[config.mk]
export PLATFORM = sky130hd
export DESIGN_NAME = wbft_prep
export DESIGN_NICKNAME = d
export VERILOG_FILES = /design/src/rtl/wbft_pkg.sv /design/src/rtl/wbft_prep.sv
export SDC_FILE = /design/constraint.sdc
export NUM_CORES = 2
export LEC_CHECK = 0
export BUFFER_PORTS_ARGS = -buffer_cell sky130_fd_sc_hd__buf_2
export CORE_MARGIN = 5
export CORE_UTILIZATION = 38
export CTS_CLUSTER_SIZE = 20
export DETAILED_ROUTE_END_ITERATION = 8
export PLACE_DENSITY = 0.6
export SETUP_SLACK_MARGIN = 0.3
export SYNTH_ARGS = -nofsm -noshare
export SYNTH_HDL_FRONTEND = slang
export SYNTH_SLANG_ARGS = --single-unit
[constraint.sdc]
create_clock -name clk -period 20 [get_ports clk]
set_input_delay 1 -clock clk [delete_from_list [all_inputs] [get_ports clk]]
set_output_delay 1 -clock clk [all_outputs]
set_load 0.02 [all_outputs]
[src/rtl/wbft_pkg.sv]
`default_nettype none
// ----------------------------------------------------------------------------
// wbft_pkg
// Shared types and constants of the world-to-body frame transform core.
// ----------------------------------------------------------------------------
package wbft_pkg;

  localparam int ANG_W  = 20;
  localparam int RED_W  = 22;
  localparam int XY_W   = 34;
  localparam int Z_W    = 32;
  localparam int SC_W   = 21;
  localparam int PR_W   = 2 * SC_W;
  localparam int Q54_W  = 64;
  localparam int ROW_W  = 34;
  localparam int ITERS  = 20;

  localparam logic signed [XY_W-1:0]  CORDIC_GAIN = 34'sd652032874;
  localparam logic signed [35:0]      MRAD        = 36'sd4912665101;
  localparam logic signed [RED_W-1:0] TURN        = 22'sd360000;
  localparam logic signed [RED_W-1:0] HALF_TURN   = 22'sd180000;
  localparam logic signed [RED_W-1:0] QUARTER_TURN = 22'sd90000;

  typedef struct packed {
    logic signed [XY_W-1:0] x;
    logic signed [XY_W-1:0] y;
    logic signed [Z_W-1:0]  z;
    logic                   flip;
  } lane_t;

  typedef lane_t [2:0] lanes_t;

  function automatic logic signed [Z_W-1:0] atan_q28(input int unsigned idx);
    logic signed [Z_W-1:0] v;
    case (idx)
      0:  v = 32'sd210828714;
      1:  v = 32'sd124459457;
      2:  v = 32'sd65760959;
      3:  v = 32'sd33381290;
      4:  v = 32'sd16755422;
      5:  v = 32'sd8385879;
      6:  v = 32'sd4193963;
      7:  v = 32'sd2097109;
      8:  v = 32'sd1048571;
      9:  v = 32'sd524287;
      10: v = 32'sd262144;
      11: v = 32'sd131072;
      12: v = 32'sd65536;
      13: v = 32'sd32768;
      14: v = 32'sd16384;
      15: v = 32'sd8192;
      16: v = 32'sd4096;
      17: v = 32'sd2048;
      18: v = 32'sd1024;
      19: v = 32'sd512;
      default: v = '0;
    endcase
    return v;
  endfunction

endpackage
`default_nettype wire

[src/rtl/wbft_prep.sv]
`default_nettype none
// ----------------------------------------------------------------------------
// wbft_prep
// Offset subtraction, angle reduction and conversion to Q28 radians.
// ----------------------------------------------------------------------------
module wbft_prep #(
  parameter int CW = 32
) (
  input  wire logic                     clk,
  input  wire logic                     en,
  input  wire logic signed [CW-1:0]     point_x,
  input  wire logic signed [CW-1:0]     point_y,
  input  wire logic signed [CW-1:0]     point_z,
  input  wire logic signed [CW-1:0]     position_x,
  input  wire logic signed [CW-1:0]     position_y,
  input  wire logic signed [CW-1:0]     position_z,
  input  wire logic signed [19:0]       roll_angle,
  input  wire logic signed [19:0]       pitch_angle,
  input  wire logic signed [19:0]       yaw_angle,
  output wbft_pkg::lanes_t              lane_r,
  output logic [3*(CW+1)-1:0]           d_r
);
  import wbft_pkg::*;

  function automatic lane_t start_lane(input logic signed [ANG_W-1:0] f);
    logic signed [RED_W-1:0] a;
    logic signed [RED_W-1:0] r;
    logic signed [57:0]      p;
    logic                    fl;
    lane_t                   l;
    a  = RED_W'(0) - RED_W'(f);
    if (a > HALF_TURN) begin
      r = a - TURN;
    end else if (a <= -HALF_TURN) begin
      r = a + TURN;
    end else begin
      r = a;
    end
    fl = 1'b0;
    if (r > QUARTER_TURN) begin
      r  = r - HALF_TURN;
      fl = 1'b1;
    end else if (r < -QUARTER_TURN) begin
      r  = r + HALF_TURN;
      fl = 1'b1;
    end
    p      = 58'(r) * 58'(MRAD);
    p      = p + 58'sd524288;
    l.z    = Z_W'(p >>> 20);
    l.x    = CORDIC_GAIN;
    l.y    = '0;
    l.flip = fl;
    return l;
  endfunction

  lanes_t                lane_nxt;
  logic [3*(CW+1)-1:0]   d_nxt;

  always_comb begin
    lane_nxt[0] = start_lane(roll_angle);
    lane_nxt[1] = start_lane(pitch_angle);
    lane_nxt[2] = start_lane(yaw_angle);
    d_nxt = {(CW+1)'(point_z) - (CW+1)'(position_z),
             (CW+1)'(point_y) - (CW+1)'(position_y),
             (CW+1)'(point_x) - (CW+1)'(position_x)};
  end

  always_ff @(posedge clk) begin
    if (en) begin
      lane_r <= lane_nxt;
      d_r    <= d_nxt;
    end
  end

endmodule
`default_nettype wire

## Word-level counts from Yosys, hierarchy flattened

Index checks and enable logic that the tools add are counted.

- Add/sub/neg operators: 21
- Multipliers: 3
- Divide/modulo/power cells: 0
- $lt $le $gt $ge: 12
- Equal/unequal tests: 0
- Shifts and indexed selects: 0
- Multiplexer cells: 15
- Bitwise logic cells: 0
- Reduce and logical (&&, ||, !) cells: 0

Operator list:

| operator | number |
|---|---|
| 22-bit two-way mux | 12 |
| 52-bit by 21-bit adder with 52-bit output (second input constant) | 3 |
| 22-bit by 34-bit multiplier with 52-bit output (second input constant) | 3 |
| 32-bit by 32-bit subtractor with 33-bit output | 3 |
| 21-bit by 20-bit adder with 22-bit output (second input constant) | 3 |
| 22-bit by 19-bit adder with 22-bit output (second input constant) | 3 |
| 22-bit by 18-bit greater-than comparator with 1-bit output (second input constant) | 3 |
| 22-bit by 18-bit less-than comparator with 1-bit output (second input constant) | 3 |
| 21-bit by 20-bit subtractor with 22-bit output (second input constant) | 3 |
| 22-bit by 19-bit subtractor with 22-bit output (second input constant) | 3 |
| 21-bit by 19-bit greater-than comparator with 1-bit output (second input constant) | 3 |
| 21-bit by 19-bit less-or-equal comparator with 1-bit output (second input constant) | 3 |
| 1-bit by 20-bit subtractor with 21-bit output (first input constant) | 3 |
| 1-bit two-way mux | 3 |

- Register bits: 198
- Latch bits: 0
- RAM bits: 0
- ROM bits: 0
- Input bits: 254
- Output and inout bits: 402
- Memories kept: 0

## Longest topological paths before layout

- Depth after elaboration: 9
- Gate-level depth with buffers: 51
- Mapped depth without buffers: 48

## Worst setup path before layout

OpenSTA, ideal clock, no wires.

- Path kind: input port to flip-flop
- Start: input port pitch_angle[0]
- End: register lane_r[133] (netlist bit) (data pin)
- Setup time: 266 ps
- Data arrival time: 11875 ps
- Path slack: 7858 ps
- Stages on the path: 44
- Path buffers: 4
- Cell sequence: buf_2 > inv_1 > ha_1 > buf_2 > xnor2_1 > inv_1 > ha_1 > nand2_1 > nor3_1 > a2111oi_1 > or4_1 > buf_2 > a21oi_1 > or3_1 > a211oi_2 > nand4_1 > a311oi_1 > clkbuf_1 > (+8 left out) > fa_1 > inv_1 > fa_1 > ha_1 > a21o_1 > a21o_1 > a21o_1 > a211o_1 > a41oi_1 > o21a_1 > o31a_1 > a211oi_1 > o211ai_1 > a21boi_0 > a221o_1 > a21oi_1 > mux2i_1 > nand4_1

RTL lines:

| item | RTL line | text |
|---|---|---|
| start, declared | wbft_prep.sv:18 | `input wire logic signed [19:0] pitch_angle,` |
| end signal, assigned | wbft_prep.sv:70 | `lane_r <= lane_nxt;` |
| end, declared | wbft_prep.sv:20 | `output wbft_pkg::lanes_t lane_r,` |

==> qor.yml <==
finalWorstSetupSlack_ns: 5.64
antenna_left: 0
critPathKind: "input port to register"
die_x_um: 363
place_worst_setup_slack_ns: 5.08
cts.sinks: 198
overflow: 0
route.detailed.drc: 0
ctsHoldBuffers: 0
synthToLayoutAreaGrowth_pct: 8.93
worstPathRequired_ns: 20.43
avgViaCountPerCell: 5.04
ys.flop_type: "edfxtp_1"
synth_area_leader_cell: "ha_1"
rows: 129
numPortBuffers: 451
vias: 35800
synth_edf_count: 198
cts_tree: "yes"
drive_above_1_share_pct: 11.8
final_util_pct: 41.7
maxCapViolCount: 0
synthTopCellsByCount: "1118 x inv_1, 931 x ha_1, 550 x fa_1"
core_um2: 124000
synth_top_area_share_pct: 24.6
clock_path_buffers: 2
synth.most_common_cell: "inv_1"
dr.first_iter.drc_count: 2205
hold_depth: 3
grt_pass1_vias: 36900
wl_per_cell_um: 19.5
grt_first_pass_wirelength_um: 213000
hold_class: "input port to register"
crit_path_end_kind: "register"
dp_hpwl_um: 121000
place_congestion: 0.919
yosysWarnings: 0
postCtsSetupRepairBufs: 0
setup_viol: 0
yosysSeqAreaShare_pct: 12.5
report.final.hold_viol_count: 0
timing.fmax_mhz: 69.6
synthCells: 4997
worst_pin_slew_ns: 1.12
h-tree-depth: 4
slew_viol_final: 0
syn_area_um2: 47400
synth_area_leaders: "ha_1 25%, fa_1 23%, edfxtp_1 13%"
cts_root_buf: "clkbuf_16"
start_util_pct: 38.3
antenna_found_initial: 35
tns_ns: 0
cts_buffers: 17
cp_max_fo: 12
nNetsFinal: 7185
slowest_delay_ns: 0.76
rsz0062_at_grt: "no"
fin_crit_ns: 14.36
status: "completed"
cts_resized: 0
ios: 656
clk_pin_slew_ns: 0.10
dr.pass1.iters: 6
postSynthAreaPerCell_um2: 9.49
ys_ff_latch: 198
relSlewSlack_pct: 24.7
slowest_stage: "xnor2_1"
wirelength_um: 139000
finalNonFillerCells: 7109
grt_max_degree: 88
grt_usage_pct: 21.0
place_inst: 7068
die-area_um2: 132000
critPathLaunchType: "input port"
ys_types: 132
synth-async-reset-ratio_pct: 0
die_y_um: 363
finalCritPeriodShare_pct: 71.8
arrival_ns: 14.79
cell families (layout without fill, tap and decap cells):
group	Yosys count	in the layout	synth area share [%]
XOR/XNOR	311	311	5.85
AND/OR/NAND/NOR	890	890	10.0
flip-flops	198	198	12.5
multiplexers	12	12	0.261
buffers and inverters	1382	1646	12.8
AO/OA/AOI/OAI	721	721	10.8
other	2	213	0.0158
adder cells (fa/ha/maj)	1481	1481	47.8
cells in the final DEF (no fill, tap or decap), types with 13 or more instances in the layout:
master / n
a211oi_1: 26
a21o_1: 65
a21oi_1: 149
a22oi_1: 13
a31oi_1: 39
and2_1: 32
and3_1: 24
buf_2: 450
buf_4: 42
clkbuf_16: 17
conb_1: 204
edfxtp_1: 198
fa_1: 550
ha_1: 931
inv_1: 1118
nand2_1: 136
nand2b_1: 34
nand3_1: 68
nand4_1: 31
nor2_1: 239
nor2b_1: 48
nor3_1: 94
nor4_1: 25
o211ai_1: 28
o21a_1: 50
o21ai_0: 116
or2_2: 24
or3_1: 33
or4_1: 19
xnor2_1: 218
xor2_1: 81
worst max-delay path: cells and delay by family:
family                     cells  cell delay [ns]
xor gates and xnor gates       2             1.41
and+or+nand+nor                8             2.16
buffers and inverters          5             0.57
adders and majority gates     10             4.06
AOI/OAI and AO/OA             16             5.55
area by class of cell:
cell class	count	area [µm²]
timing repair buffer	493	2580
multi-input combinational	3619	36200
clock inverter	15	195
antenna	9	22.5
fill	12200	72100
inverter	1121	4210
tap	1637	2050
sequential	198	5950
clock buffer	17	425
sequential cells by signal, summed over array words and instances (netlist names):
name and flops:
d_r 99, lane_r 99
metal layers:
metal	wire [µm]	track usage, %	vias up	part of all wire, %
li1	-	-	17100	-
met1	59900	27.1	17300	43
met2	66800	36.7	1184	48
met3	9170	3.83	161	6.6
met4	3050	5.15	10	2.2
met5	75	0	-	0.054
final timing paths:
check | to | slack, ns | from
worst min-delay path | d_r[0] | 0.81 | position_x[0]
worst max-delay path | lane_r[29] | 5.64 | roll_angle[0]
metrics by stage:
| stage | instance area, µm² | hold WS (ns) |
|---|---|---|
| 2_1_floorplan | 48200 | 1.11 |
| 3_3_place_gp | 51000 | 1.38 |
| 3_5_place_dp | 51000 | 1.39 |
| 4_1_cts | 51700 | 0.757 |
| 5_1_grt | 51700 | 0.798 |
| 6_report | 51700 | 0.813 |
Power is left out: the tool's default activity adds up to more than one toggle a clock period on the data nets, which glitch-free logic cannot reach.
