[src/rtl/wbft_pkg.sv]
`default_nettype none
// ----------------------------------------------------------------------------
// wbft_pkg
// Shared types and constants of the world-to-body frame transform core.
// ----------------------------------------------------------------------------
package wbft_pkg;

  localparam int ANG_W  = 20;
  localparam int RED_W  = 22;
  localparam int XY_W   = 34;
  localparam int Z_W    = 32;
  localparam int SC_W   = 21;
  localparam int PR_W   = 2 * SC_W;
  localparam int Q54_W  = 64;
  localparam int ROW_W  = 34;
  localparam int ITERS  = 20;

  localparam logic signed [XY_W-1:0]  CORDIC_GAIN = 34'sd652032874;
  localparam logic signed [35:0]      MRAD        = 36'sd4912665101;
  localparam logic signed [RED_W-1:0] TURN        = 22'sd360000;
  localparam logic signed [RED_W-1:0] HALF_TURN   = 22'sd180000;
  localparam logic signed [RED_W-1:0] QUARTER_TURN = 22'sd90000;

  typedef struct packed {
    logic signed [XY_W-1:0] x;
    logic signed [XY_W-1:0] y;
    logic signed [Z_W-1:0]  z;
    logic                   flip;
  } lane_t;

  typedef lane_t [2:0] lanes_t;

  function automatic logic signed [Z_W-1:0] atan_q28(input int unsigned idx);
    logic signed [Z_W-1:0] v;
    case (idx)
      0:  v = 32'sd210828714;
      1:  v = 32'sd124459457;
      2:  v = 32'sd65760959;
      3:  v = 32'sd33381290;
      4:  v = 32'sd16755422;
      5:  v = 32'sd8385879;
      6:  v = 32'sd4193963;
      7:  v = 32'sd2097109;
      8:  v = 32'sd1048571;
      9:  v = 32'sd524287;
      10: v = 32'sd262144;
      11: v = 32'sd131072;
      12: v = 32'sd65536;
      13: v = 32'sd32768;
      14: v = 32'sd16384;
      15: v = 32'sd8192;
      16: v = 32'sd4096;
      17: v = 32'sd2048;
      18: v = 32'sd1024;
      19: v = 32'sd512;
      default: v = '0;
    endcase
    return v;
  endfunction

endpackage
`default_nettype wire

[src/rtl/wbft_cordic_cell.sv]
`default_nettype none
// ----------------------------------------------------------------------------
// wbft_cordic_cell
// One rotation step of the CORDIC for all three angles; offsets ride along.
// ----------------------------------------------------------------------------
module wbft_cordic_cell #(
  parameter int CW   = 32,
  parameter int ITER = 0
) (
  input  wire logic                 clk,
  input  wire logic                 en,
  input  wire wbft_pkg::lanes_t     lane_i,
  input  wire logic [3*(CW+1)-1:0]  d_i,
  output wbft_pkg::lanes_t          lane_r,
  output logic [3*(CW+1)-1:0]       d_r
);
  import wbft_pkg::*;

  lanes_t lane_nxt;

  always_comb begin
    for (int j = 0; j < 3; j++) begin
      lane_nxt[j].flip = lane_i[j].flip;
      if (lane_i[j].z >= 0) begin
        lane_nxt[j].x = lane_i[j].x - (lane_i[j].y >>> ITER);
        lane_nxt[j].y = lane_i[j].y + (lane_i[j].x >>> ITER);
        lane_nxt[j].z = lane_i[j].z - atan_q28(ITER);
      end else begin
        lane_nxt[j].x = lane_i[j].x + (lane_i[j].y >>> ITER);
        lane_nxt[j].y = lane_i[j].y - (lane_i[j].x >>> ITER);
        lane_nxt[j].z = lane_i[j].z + atan_q28(ITER);
      end
    end
  end

  always_ff @(posedge clk) begin
    if (en) begin
      lane_r <= lane_nxt;
      d_r    <= d_i;
    end
  end

endmodule
`default_nettype wire

[config.mk]
export PLATFORM = sky130hd
export DESIGN_NAME = wbft_cordic_cell
export DESIGN_NICKNAME = d
export VERILOG_FILES = /design/src/rtl/wbft_pkg.sv /design/src/rtl/wbft_cordic_cell.sv
export SDC_FILE = /design/constraint.sdc
export NUM_CORES = 1
export LEC_CHECK = 0
export ABC_CLOCK_PERIOD_IN_PS = 4050
export BUFFER_PORTS_ARGS = -buffer_cell sky130_fd_sc_hd__buf_2
export CORE_AREA = 4 4 315 317
export DETAILED_ROUTE_END_ITERATION = 6
export DIE_AREA = 0 0 319 321
export HOLD_SLACK_MARGIN = 0.15
export PLACE_DENSITY_LB_ADDON = 0.05
export RECOVER_POWER = 25
export SETUP_SLACK_MARGIN = 0.2
export SLEW_MARGIN = 30
export SYNTH_ARGS = -nofsm -noshare
export SYNTH_HDL_FRONTEND = slang
export SYNTH_SLANG_ARGS = --single-unit
[constraint.sdc]
create_clock -name clk -period 4.05 [get_ports clk]
set_clock_uncertainty 0.2 [all_clocks]
set_input_delay 0 -clock clk [delete_from_list [all_inputs] [get_ports clk]]
set_output_delay 0 -clock clk [all_outputs]
set_load 0.02 [all_outputs]
* Yosys cells after proc, flatten, opt, wreduce, memory -nomap -nowiden
Cells that the tools add are included.
** Word-level totals
- Bits in registers :: 402
- Word-level logic and storage cells :: 34
** Operators by class
- $add $sub $neg :: 15
- $lt $le $gt $ge :: 3
- Mux-type cells :: 3
** Operator list (number)
- $mux W100 :: 3
- $sub A34 B34 Y34 :: 6
- $add A34 B34 Y34 :: 3
- $add A32 B29 Y32 const B :: 3
- $ge A32 B1 Y1 const B :: 3
- $sub A32 B29 Y32 const B :: 3

* Longest topological paths before layout
Gate-level depths: netlist (run 1).
- Depth after elaboration :: 2
- Gate-level depth with buffers :: 14
- Mapped depth without buffers :: 13

* Least setup slack after synthesis (run 1)
Ideal clock, no wire load.
- Kind :: in2reg
- From :: in lane_i[133] (netlist name)
- To :: reg lane_r[130] (netlist name), data pin
- Library setup time :: 0.259 ns
- Data arrival time :: 3.017 ns
- Path slack :: 0.574 ns
- Stages on the path :: 13
- Buffers on the path :: 1
- Path through :: clkinv_1 -> clkbuf_1 -> ha_1 -> a211oi_1 -> o21ai_1 -> a21o_1 -> a311o_1 -> a221o_1 -> a21oi_2 -> o31ai_1 -> a21o_1 -> a21oi_1 -> xnor2_1
** RTL lines
- start: declaration :: RTL line wbft_cordic_cell.sv:12 : input wire wbft_pkg::lanes_t lane_i,
- end signal: assignment :: RTL line wbft_cordic_cell.sv:38 : lane_r <= lane_nxt;
- end: declaration :: RTL line wbft_cordic_cell.sv:14 : output wbft_pkg::lanes_t lane_r,

==> metrics.cfg, run 1 <==
[drt]
drc=0
vias=32900
routed_via_density=5.11
drt-pass1-iter-count=6
drtAntennaViolNets=0
wl_per_cell_um=20.8
drt_iter0_drc=2249
routed_wirelength_um=134000

[placement]
gp_congestion=0.929
preCtsSetupSlack_ps=252
numPortBuffers=805
hpwl_um=103000

[yosys]
synth.most_common_cell=edfxtp_1
synthTopCellsByArea=edfxtp_1 (37%), ha_1 (15%), a21oi_1 (5.9%)
yosysTopAreaCellShare_pct=36.6
syn_area_um2=32800
ys_async_sr_fraction_pct=0
synth_nets=4297
syn_avg_cell_area_um2=9.37
synth_cell_types=99
synth_seq_cells=399
synth_edf_count=399
seq_area_frac_synth_pct=36.6
synth_common_cells=edfxtp_1 (399), a21oi_1 (389), ha_1 (384), inv_1 (321), nor2_1 (288)
synth_cells=3497
ys.flop_type=edfxtp_1
ys_warn_count=0
synth_top_cell_by_area=edfxtp_1

[floorplanning]
dieArea_um2=102000
die_h_um=321
initial_core_util_pct=34.0
core_um2=96300
ioPinCount=806
die_x_um=319
rows=114

[layout]
multi_input_area_um2=19400
nNetsFinal=5911
fillers=9213
area_delta_synth_final_pct=48.6
drive_gt1_share_pct=19.6
regArea_um2=12000

[timing]
final.setup.tns_ps=0
finalCriticalPeriod_ps=3790
rsz0062_at_grt=yes
fmax_ghz=0.264
worst_slew_pin_slew_ps=2710
hold_viol=0
setup_ws_ps=259
finalCritPeriodShare_pct=93.6
relSlewSlack_pct=-80.9
finalSetupViolations=0
report.final.slew_viol_count=84

[outcome]
status=finished with violations
violations=capacitance limit, slew limit

[power]
leakagePower_nw=21.5
peakVddDrop_mv=0.322
powerDensity_nw_per_um2=347

[global_routing]
grt_pass1_wl_um=201000
grtUsageTotal_pct=24.9
grt_pass1_vias=32900
grt_max_degree=88
antenna_found_initial=23
grt.overflow.total=0

[cts]
path_clk_slew_ps=70
h-tree-depth=2
cts_buffers=52
cts_tree=done
root_buffer=clkbuf_16
cts_buffer_depth=3
clock-sinks=399

[critical_path]
cp-start-kind=input port
critPathKind=input port to register
cp_data_arrival_time_ps=3990
endpoint_kind=register
crit_fanout=4
required_ps=4250

[hold_path]
hp-class=input port to register

[flow_run]
max_cap_viol_count=1

stage by stage:
stage | util, % | total power (W) | area (um2) | instances | hold slack, ps
3_3_place_gp | 39.8 | 0.0112 | 38300 | 5503 | -23.7
4_1_cts | 50.0 | 0.0169 | 48200 | 6416 | 151
2_1_floorplan | - | 0.00901 | 32800 | 3497 | -101
6_report | 50.6 | 0.0169 | 48700 | 6444 | 173
3_5_place_dp | 39.8 | 0.0111 | 38300 | 5503 | -21.9
5_1_grt | 50.5 | 0.0178 | 48700 | 6438 | 196
placed cells by master (no fill, tap or decap), types with 72 or more instances in the layout:
master         synthesis  layout
dlygate4sd3_1          0     814
buf_2                 36     710
edfxtp_1             399     399
a21oi_1              389     373
ha_1                 384     365
inv_1                321     320
nor2_1               288     286
xnor2_1              212     212
o21ai_0              184     178
nand2_1              168     168
a21o_1               125     125
clkbuf_1              75      98
buf_4                  7      72
cell families (layout without fill, tap and decap cells):
family | count (synthesis) | count (layout) | synth area share (%)
other | 0 | 16 | 0
AO/OA/AOI/OAI | 1124 | 1124 | 22.1
XOR/XNOR | 269 | 269 | 7.19
adder cells (fa/ha/maj) | 396 | 396 | 15.4
buffers and inverters | 470 | 2125 | 5.66
multiplexers | 61 | 61 | 1.88
flip-flops | 399 | 399 | 36.6
AND/OR/NAND/NOR | 778 | 778 | 11.2
report_power, final:
part,leakage [nW],internal [W],switching [W],total [W]
Sequential,3.91,0.00535,0.000182,0.00553
Combinational,16.8,0.00286,0.00388,0.00674
Clock,0.798,0.00267,0.00194,0.00462
Total,21.5,0.0109,0.00600,0.0169
worst max-delay path, stage by stage:
cell	delay, ps
dlygate4sd3_1	530
buf_2	140
ha_1	250
fa_1	430
o21bai_1	250
a211oi_1	180
o21a_1	300
o311a_1	420
o2bb2ai_1	220
nor2_1	320
a31oi_1	130
o21ai_0	150
dlygate4sd3_1	590
xnor2_1	80
state kept, by name (all words and copies together) (netlist names):
name and flops:
lane_r 300, d_r 99
final cells by class:
cell class                      instances  share of cell area, %
Multi-Input combinational cell       2628                   39.9
Timing Repair Buffer                 1698                   26.2
Sequential cell                       399                   24.6
Tap cell                             1276                   3.28
Clock buffer                           60                   2.73
Inverter                              332                   2.58
Clock inverter                         35                  0.679
Antenna cell                           16                 0.0823
path summary, 6_finish.rpt:
kind                         from          end  depth (start not counted)
worst max-delay path  lane_i[269]  lane_r[263]                         14
worst min-delay path  lane_i[255]  lane_r[256]                          7
what timing repair did:
action	in CTS	in global routing
resized for setup	0	115
setup buffers	0	12
setup endpoints to repair	0	62
endpoints found under the hold margin	796	0
hold buffers	818	0
layer usage:
metal  vias up  wire, um  track usage (%)
li1      15900         -                -
met3       213      8380             5.21
met4        12      4430             7.47
met1     15800     56800             31.7
met2      1037     64300             42.8
met5         -        76                0
No activity file was read; power rests on OpenSTA's default activity.
==> inputs of run 2 (changes only) <==
--- a/config.mk
+++ b/config.mk
@@ -5,14 +5,14 @@
 export SDC_FILE = /design/constraint.sdc
 export NUM_CORES = 1
 export LEC_CHECK = 0
-export ABC_CLOCK_PERIOD_IN_PS = 4050
+export ABC_CLOCK_PERIOD_IN_PS = 4790
 export BUFFER_PORTS_ARGS = -buffer_cell sky130_fd_sc_hd__buf_2
-export CORE_AREA = 4 4 315 317
+export CORE_AREA = 4 4 310 312
 export DETAILED_ROUTE_END_ITERATION = 6
-export DIE_AREA = 0 0 319 321
+export DIE_AREA = 0 0 314 316
 export HOLD_SLACK_MARGIN = 0.15
-export PLACE_DENSITY_LB_ADDON = 0.05
 export RECOVER_POWER = 25
+export REMOVE_ABC_BUFFERS = 1
 export SETUP_SLACK_MARGIN = 0.2
 export SLEW_MARGIN = 30
 export SYNTH_ARGS = -nofsm -noshare
==> constraint.sdc (replaced) <==
create_clock -name clk -period 4.79 [get_ports clk]
set_clock_uncertainty 0.2 [all_clocks]
set_input_delay 0 -clock clk [delete_from_list [all_inputs] [get_ports clk]]
set_output_delay 0 -clock clk [all_outputs]
set_load 0.02 [all_outputs]
==> run 2 against run 1 <==
  * The flow finishes with violations (DRC, capacitance limit, slew limit)
  * Utilization is 1.4 points higher
  * Hold slack improved by 32 ps
  * Via count rose by 3.8%
  * Largest power group unchanged
==> metrics.cfg, run 2 (synthesis results as in run 1) <==
[drt]
routed_wirelength_um=136000
drt-pass1-iter-count=7
drtAntennaViolNets=0
vias=34200
wl_per_cell_um=21.2
routed_via_density=5.33
drc=1
drt_iter0_drc=3187

[critical_path]
endpoint_kind=register
cp-start-kind=input port
critPathKind=input port to register
cp_data_arrival_time_ps=4860
required_ps=4970
crit_fanout=8

[global_routing]
grt.overflow.total=0
antenna_found_initial=28
grt_pass1_wl_um=202000
grt_pass1_vias=33900
grt_max_degree=103
grtUsageTotal_pct=26.0

[timing]
report.final.slew_viol_count=93
rsz0062_at_grt=yes
hold_viol=0
final.setup.tns_ps=0
relSlewSlack_pct=-80.8
finalSetupViolations=0
finalCritPeriodShare_pct=97.7
finalCriticalPeriod_ps=4680
timing.hold.ws_ps=205
worst_slew_pin_slew_ps=2710
fmax_ghz=0.214

[placement]
place_area_um2=37900
numPortBuffers=805
hpwl_um=99600
gp_congestion=0.955

[flow_run]
max_cap_viol_count=1

[cts]
path_clk_slew_ps=70
root_buffer=clkbuf_16
cts_buffer_depth=3
h-tree-depth=2
cts_tree=done
cts_buffers=50
clock-sinks=399

[power]
leakagePower_nw=21.3
pwr-share-seq_pct=33.0
peakVddDrop_mv=0.263
powerDensity_nw_per_um2=296
pwr-share-comb_pct=39.8
p_clk_share_pct=27.2
switching_share_pct=36.2
p_int_w=0.00914
switchingPower_w=0.00519

[layout]
nNetsFinal=5900
stdcell_area_um2=48400
fillers=8483
drive_gt1_share_pct=17.4
mostFrequentLayoutCell=dlygate4sd3_1
reg.largest.list=lane_r x300, d_r x99
regArea_um2=12000
largest_register=lane_r
mostFrequentLayoutCells=dlygate4sd3_1 (865), buf_2 (695), edfxtp_1 (399)
area_delta_synth_final_pct=47.6
largest_reg_flops=300
multi_input_area_um2=19100

[outcome]
status=finished with violations
violations=DRC, capacitance limit, slew limit

[floorplanning]
rows=112
core_um2=93000
ioPinCount=806
die_h_um=316
die_x_um=314
dieArea_um2=99200
initial_core_util_pct=35.2

[hold_path]
hp-class=input port to register

## run 2: cell types whose count changed in the layout (fill, tap and decap cells not counted), sizes merged
cell / change
clkinv: +5
buf: -71
dlymetal6s4s: -4
clkbuf: +6
diode: +7
dlygate4sd3: +51
## run 2: worst paths after layout
path                    endpoint  slack [ps]  cells after the start  startpoint
worst max-delay path  lane_r[64]         110                     14  lane_i[59]
worst min-delay path  lane_r[52]         210                      6  lane_i[43]
## run 2: area by class of cell
type,instances,area share [%]
multi-input combinational,2628,39.5
timing repair buffer,1689,26.3
sequential,399,24.8
tap,1254,3.24
clock buffer,51,2.59
inverter,332,2.58
clock inverter,40,0.838
antenna,23,0.119
## run 2: power groups by stage
stage	logic, W	clock network [W]	registers, W
2_1_floorplan	0.00217	0	0.00539
3_3_place_gp	0.00457	0	0.00477
3_5_place_dp	0.00456	0	0.00477
4_1_cts	0.00558	0.00398	0.00471
5_1_grt	0.00608	0.00415	0.00477
6_report	0.00570	0.00390	0.00473
## run 2: stage by stage
stage          total power, W  instances  worst slack, ps  util, %
6_report               0.0143       6416              109     52.0
4_1_cts                0.0143       6390              201     51.8
3_5_place_dp          0.00934       5435              891     40.8
5_1_grt                0.0150       6413             30.5     52.0
2_1_floorplan         0.00756       3359             1060        -
3_3_place_gp          0.00934       5435              956     40.8
## run 2: critical path, cell delays in order
cell and delay (ps):
dlygate4sd3_1 550, buf_2 140, inv_1 40, ha_1 380
dlygate4sd3_1 630, clkinv_1 190, nand3_1 160, nor4_1 660
a21oi_1 300, o21a_1 300, o211a_1 210, dlygate4sd3_1 570
xor2_1 150, dlygate4sd3_1 570
## run 2: what timing repair did
item,4_1_cts,5_1_grt
endpoints found under the setup margin,0,21
hold buffers,864,1
resized for setup,0,40
buffers inserted,0,2
endpoints found under the hold margin,765,1
## run 2: layer usage
| layer | track usage, % | up-vias | part of all wire, % |
|---|---|---|---|
| met1 | 32.0 | 16300 | 40 |
| met3 | 4.91 | 368 | 7.4 |
| met5 | 0 | - | 0.015 |
| li1 | - | 15900 | - |
| met2 | 43.5 | 1648 | 47 |
| met4 | 13.2 | 4 | 5.8 |
